**src/sv/gfau_pkg.sv**
```systemverilog
// Package with the shared types, codes and field arithmetic of the GF(2^8) unit.
package gfau_pkg;

   localparam logic [7:0] GF_REDUCE = 8'h1b;
   localparam logic [7:0] GF_ONE    = 8'h01;
   localparam logic [7:0] GF_ZERO   = 8'h00;
   localparam int unsigned INV_STEPS = 7;

   typedef enum logic [1:0] {
      OP_ADD = 2'd0,
      OP_MUL = 2'd1,
      OP_INV = 2'd2
   } gfau_op_type;

   typedef struct packed {
      gfau_op_type op;
      logic [7:0]  power;
      logic [7:0]  acc;
   } gfau_data_type;

   function automatic logic [7:0] gf_mul(input logic [7:0] a, input logic [7:0] b);
      logic [7:0] acc;
      acc = GF_ZERO;
      for (int i = 7; i >= 0; i--) begin
         acc = {acc[6:0], 1'b0} ^ (acc[7] ? GF_REDUCE : GF_ZERO);
         if (a[i]) begin
            acc = acc ^ b;
         end
      end
      return acc;
   endfunction

   // Squaring is linear over GF(2): spread the bits, then fold the high part back.
   function automatic logic [7:0] gf_sqr(input logic [7:0] a);
      logic [14:0] w;
      w = '0;
      for (int i = 0; i < 8; i++) begin
         w[2*i] = a[i];
      end
      for (int i = 14; i >= 8; i--) begin
         if (w[i]) begin
            w[i -: 9] = w[i -: 9] ^ {1'b1, GF_REDUCE};
         end
      end
      return w[7:0];
   endfunction

endpackage

```
**src/sv/gfau_entry.sv**
```systemverilog
// Entry stage: decodes the request, forms sum or product, and seeds the inverse.
module gfau_entry import gfau_pkg::*; (
   input  logic          clock,
   input  logic          reset,
   input  logic          req_valid,
   output logic          req_ready,
   input  logic [1:0]    req_type,
   input  logic [7:0]    req_operand_a,
   input  logic [7:0]    req_operand_b,
   input  logic          out_ready,
   output logic          out_valid,
   output gfau_data_type out_data
);

   logic          valid_ff;
   logic          valid_in;
   gfau_data_type data_ff;
   gfau_data_type data_in;
   logic          load;

   assign req_ready = !valid_ff || out_ready;
   assign load      = req_valid && req_ready;
   assign valid_in  = load || (valid_ff && !out_ready);

   always_comb begin
      data_in.op    = gfau_op_type'(req_type);
      data_in.power = req_operand_a;
      unique case (req_type)
         OP_ADD:  data_in.acc = req_operand_a ^ req_operand_b;
         OP_MUL:  data_in.acc = gf_mul(req_operand_a, req_operand_b);
         OP_INV:  data_in.acc = GF_ONE;
         default: data_in.acc = GF_ZERO;
      endcase
   end

   always_ff @(posedge clock) begin
      if (reset) begin
         valid_ff <= 1'b0;
      end else begin
         valid_ff <= valid_in;
      end
   end

   always_ff @(posedge clock) begin
      if (load) begin
         data_ff <= data_in;
      end
   end

   assign out_valid = valid_ff;
   assign out_data  = data_ff;

endmodule

```
**src/sv/gfau_inv_stage.sv**
```systemverilog
// One exponentiation step of the inverse: square the power, multiply it into the product.
module gfau_inv_stage import gfau_pkg::*; (
   input  logic          clock,
   input  logic          reset,
   input  logic          in_valid,
   output logic          in_ready,
   input  gfau_data_type in_data,
   input  logic          out_ready,
   output logic          out_valid,
   output gfau_data_type out_data
);

   logic          valid_ff;
   logic          valid_in;
   gfau_data_type data_ff;
   gfau_data_type data_in;
   logic          load;
   logic [7:0]    sq;

   assign in_ready = !valid_ff || out_ready;
   assign load     = in_valid && in_ready;
   assign valid_in = load || (valid_ff && !out_ready);

   always_comb begin
      sq      = gf_sqr(in_data.power);
      data_in = in_data;
      if (in_data.op == OP_INV) begin
         data_in.power = sq;
         data_in.acc   = gf_mul(sq, in_data.acc);
      end
   end

   always_ff @(posedge clock) begin
      if (reset) begin
         valid_ff <= 1'b0;
      end else begin
         valid_ff <= valid_in;
      end
   end

   always_ff @(posedge clock) begin
      if (load) begin
         data_ff <= data_in;
      end
   end

   assign out_valid = valid_ff;
   assign out_data  = data_ff;

endmodule

```
**src/sv/gf256_arith_unit_top.sv**
```systemverilog
// Top level of the pipelined GF(2^8) arithmetic unit.
// The unit adds, multiplies or inverts bytes in GF(2^8) reduced by x^8+x^4+x^3+x+1; the
// inverse of zero is zero and operation code 3 returns zero. It accepts one request per
// cycle while the output side is ready, and each result passes through the entry stage
// and then the seven squaring and multiplying steps of the inverse, one register stage
// each. Stalls back up stage by stage.
module gf256_arith_unit_top import gfau_pkg::*; (
   input  logic       clock,
   input  logic       reset,
   input  logic       req_valid,
   output logic       req_ready,
   input  logic [1:0] req_type,
   input  logic [7:0] req_operand_a,
   input  logic [7:0] req_operand_b,
   output logic       rsp_valid,
   input  logic       rsp_ready,
   output logic [7:0] rsp_result
);

   gfau_data_type stage_data  [0:INV_STEPS];
   logic          stage_valid [0:INV_STEPS];
   logic          stage_ready [1:INV_STEPS+1];

   gfau_entry u_entry (
      .clock         (clock),
      .reset         (reset),
      .req_valid     (req_valid),
      .req_ready     (req_ready),
      .req_type      (req_type),
      .req_operand_a (req_operand_a),
      .req_operand_b (req_operand_b),
      .out_ready     (stage_ready[1]),
      .out_valid     (stage_valid[0]),
      .out_data      (stage_data[0])
   );

   for (genvar i = 1; i <= INV_STEPS; i++) begin : g_step
      gfau_inv_stage u_stage (
         .clock     (clock),
         .reset     (reset),
         .in_valid  (stage_valid[i-1]),
         .in_ready  (stage_ready[i]),
         .in_data   (stage_data[i-1]),
         .out_ready (stage_ready[i+1]),
         .out_valid (stage_valid[i]),
         .out_data  (stage_data[i])
      );
   end

   assign stage_ready[INV_STEPS+1] = rsp_ready;
   assign rsp_valid  = stage_valid[INV_STEPS];
   assign rsp_result = stage_data[INV_STEPS].acc;

endmodule

```
**config.mk**
```make
export PLATFORM = sky130hd
export DESIGN_NAME = gf256_arith_unit_top
export DESIGN_NICKNAME = d
export VERILOG_FILES = /design/src/sv/gfau_pkg.sv /design/src/sv/gfau_entry.sv /design/src/sv/gfau_inv_stage.sv /design/src/sv/gf256_arith_unit_top.sv
export SDC_FILE = /design/constraint.sdc
export NUM_CORES = 1
export LEC_CHECK = 0
export BUFFER_PORTS_ARGS = -buffer_cell sky130_fd_sc_hd__buf_2
export CORE_MARGIN = 5
export CORE_UTILIZATION = 40
export DETAILED_ROUTE_END_ITERATION = 10
export GPL_ROUTABILITY_DRIVEN = 1
export HOLD_SLACK_MARGIN = 0.05
export PLACE_DENSITY = 0.65
export SYNTH_ARGS = -nofsm -noshare
export SYNTH_HDL_FRONTEND = slang
export SYNTH_SLANG_ARGS = --single-unit
export TNS_END_PERCENT = 100
```
**constraint.sdc**
```tcl
create_clock -name clock -period 4.5 [get_ports clock]
set_clock_uncertainty 0.2 [all_clocks]
set_input_delay 0.675 -clock clock [delete_from_list [all_inputs] [get_ports clock]]
set_output_delay 0.675 -clock clock [all_outputs]
set_load 0.1 [all_outputs]
```
==> impl_metrics.yaml <==
run_status:
  status: "finished, final reports clean"
critical_path:
  crit_path_top_delay_cell: "edfxtp_1"
  cp-start-kind: "register"
  endpoint_kind: "register"
  cp_cell_sequence: "xor2_1, nand2_1, and2_0, a222oi_1, xnor3_1, xor2_1, xor2_1, mux2i_1, a21oi_1"
  r2r_setup_slack_ns: 0.66
  worstSetupPathType: "reg2reg"
  cp_top_family: "XOR/XNOR gates"
  cp_data_required_time_ns: 4.48
  crit_top_cell: "xor2_1"
  crit_buf_inv: 0
  path_max_fanout: 17
  max_stage_delay_ns: 0.79
  crit_arrival_ns: 3.82
placement:
  gp_congestion: 0.8850
  dp_hpwl_um: 31370
  io_buffer_count: 31
run:
  cap_violations: 0
synth:
  synth_simple_gate_area_share_pct: 17.21
  yosysWarnings: 0
  synth_top_area_share_pct: 22.34
  yosysUniqueCellTypes: 78
  ys.flop_type: "edfxtp_1"
  syn_area_sq_um: 18010
  async_flop_share_pct: 0
  synth_mux_area_share_pct: 4.273
  syn_nets: 2310
  synth-seq-area-share_pct: 23.23
  synth-edff-count: 134
  syn-instance-count: 2286
  synth_compound_area_share_pct: 18.71
  synth_top_family_by_area: "XOR/XNOR gates"
  yosys.area.top_type: "edfxtp_1"
  synth-adder-area-share_pct: 0.1390
  postSynthAreaPerCell_sq_um: 7.878
  synth_area_leaders: "edfxtp_1 (22%), xnor2_1 (17%), nand2_1 (8.7%)"
  synthXorXnorAreaFrac_pct: 30.46
  ys_ff_latch: 142
timing:
  finalHoldViolCount: 0
  slew_violations: 0
  fin_setup_tns_ns: 0
  hold_slack_ns: 0.2673
  rsz0062_at_grt: "no"
  setup_violations: 0
  max_slew.worst_pin.slew_ns: 1.123
  finalCritPeriodShare_pct: 85.32
  period_minus_slack_ns: 3.839
  fmax_ghz: 0.2605
  relSlewSlack_pct: 24.57
power:
  peakVddDrop_uv: 310.1
  p_leak_nw: 7.010
  p_per_area_nw_per_um2: 423.7
hold_path:
  hold_class: "reg2reg"
final_layout:
  area_growth_pct: 4.752
  nNetsFinal: 2174
  multi_input_area_sq_um: 12760
  fillers: 4311
  layout-drive-gt1-share_pct: 6.195
  diodes: 0
  seq_area_sq_um: 4184
floorplan:
  core_area_sq_um: 44410
  die_x_um: 222.2
  die_h_um: 222.2
  io_pins: 32
  row_count: 77
  start_util_pct: 40.55
  die_area_sq_um: 49360
grt:
  grtUsageMet1_pct: 23.94
  antenna_found_initial: 0
  grtUsageTotal_pct: 17.33
  grt_pass1_wl_um: 73200
  grt_max_degree: 29
  grt_pass1_vias: 14263
  use_met3_pct: 2.191
  gr-total-overflow: 0
  met2_usage_pct: 29.00
  busiest_layer: "met2"
route:
  wl_per_cell_um: 16.03
  vias: 15347
  drc_errors: 0
  wl_um: 44170
  vias_per_cell: 5.571
  drtPass1Iterations: 5
  drtIter0Drc: 1203
  ant_nets: 0
clock_network:
  clockBufferDepth: 2
  ctsHtreeMaxLevel: 4
  clk_latency_ns: 0.44
  cts_tree: "built"
  cts_resized: 0
  postCtsSetupRepairBufs: 0
  cts_hold_buf: 0
  root_buffer: "clkbuf_16"
  numCtsBuffers: 17
  clkTransAtPathRegs_ns: 0.07
  clock_sinks: 142
[power by group]
part / switching (mW) / total [mW] / internal [mW]
Combinational: 2.27 / 4.61 / 2.33
Sequential: 0.378 / 1.99 / 1.61
Clock: 0.607 / 1.40 / 0.789
[Yosys cell counts, drive strengths merged (7+ instances only)]
library cell,n
nand3,63
nand2,416
xor3,13
a211oi,29
buf,61
a32oi,10
o221ai,24
xnor3,25
nor2,111
a211o,8
mux2i,69
nor3,7
o22ai,40
edfxtp,134
and3,8
clkbuf,159
a311oi,11
a22oi,12
nor2b,42
o21ai,92
o211ai,23
o31ai,8
nand2b,39
dfxtp,8
a21oi,202
xor2,160
xnor2,353
inv,45
a31oi,19
[stage by stage]
| stage | power, mW | cell area, sq um | cells | setup slack (ns) | util (%) |
|---|---|---|---|---|---|
| finish | 7.994 | 18860 | 2755 | 0.6606 | 42.47 |
| global route | 8.564 | 18860 | 2755 | 0.4404 | 42.47 |
| CTS | 8.009 | 18860 | 2755 | 0.6875 | 42.47 |
| detailed placement | 6.567 | 18270 | 2723 | 0.6911 | 41.13 |
| global placement | 6.486 | 18270 | 2723 | 0.7606 | 41.13 |
| floorplan | 5.886 | 18010 | 2286 | 0.3968 | - |
[final cells by class]
type	instances	area share (%)
inverters	46	0.9153
flip-flops and latches	142	22.18
well taps	592	3.927
clock inverters	15	0.9153
repair buffers	65	2.176
clock buffers	17	2.255
multi-input cells	1878	67.63
[per-layer routing]
layer / vias to the layer above / part of all wire, %
met1: 7289 / 46
met4: 0 / 1.3
met2: 438 / 48
li1: 7575 / -
met5: - / 0
met3: 45 / 5.2
[cell families (layout without fill, tap and decap cells)]
logic type,after synthesis,in the layout
muxes,75,75
buffers and inverters,266,143
and+or+nand+nor,715,715
AOI/OAI and AO/OA,535,535
DFF,142,142
xor gates and xnor gates,551,551
adders and majority gates,2,2
[path summary, 6_finish.rpt]
path,startpoint,to,cells past startpoint
setup / recovery,g_step[2].u_stage.out_data[15],g_step[3].u_stage.out_data[3],9
setup reg to reg,g_step[2].u_stage.out_data[15],g_step[3].u_stage.out_data[3],9
hold reg to reg,g_step[2].u_stage.out_data[17],g_step[3].u_stage.out_data[17],0
hold / removal,g_step[2].u_stage.out_data[17],g_step[3].u_stage.out_data[17],0
[sequential cells by signal, summed over array words and instances, names as in the netlist]
name                      cells
g_step.u_stage.out_valid      7
u_entry.out_valid             1
g_step.u_stage.out_data     116
u_entry.out_data             18
[cell usage in the layout (no fill, tap or decap), types with 42 or more instances in the layout]
master,n
a21oi_1,202
edfxtp_1,134
inv_1,42
mux2i_1,69
nand2_1,416
nand3_1,63
nor2_1,111
nor2b_1,42
o21ai_0,85
xnor2_1,351
xor2_1,148
Note: power is estimated with default switching activity, not from simulation.
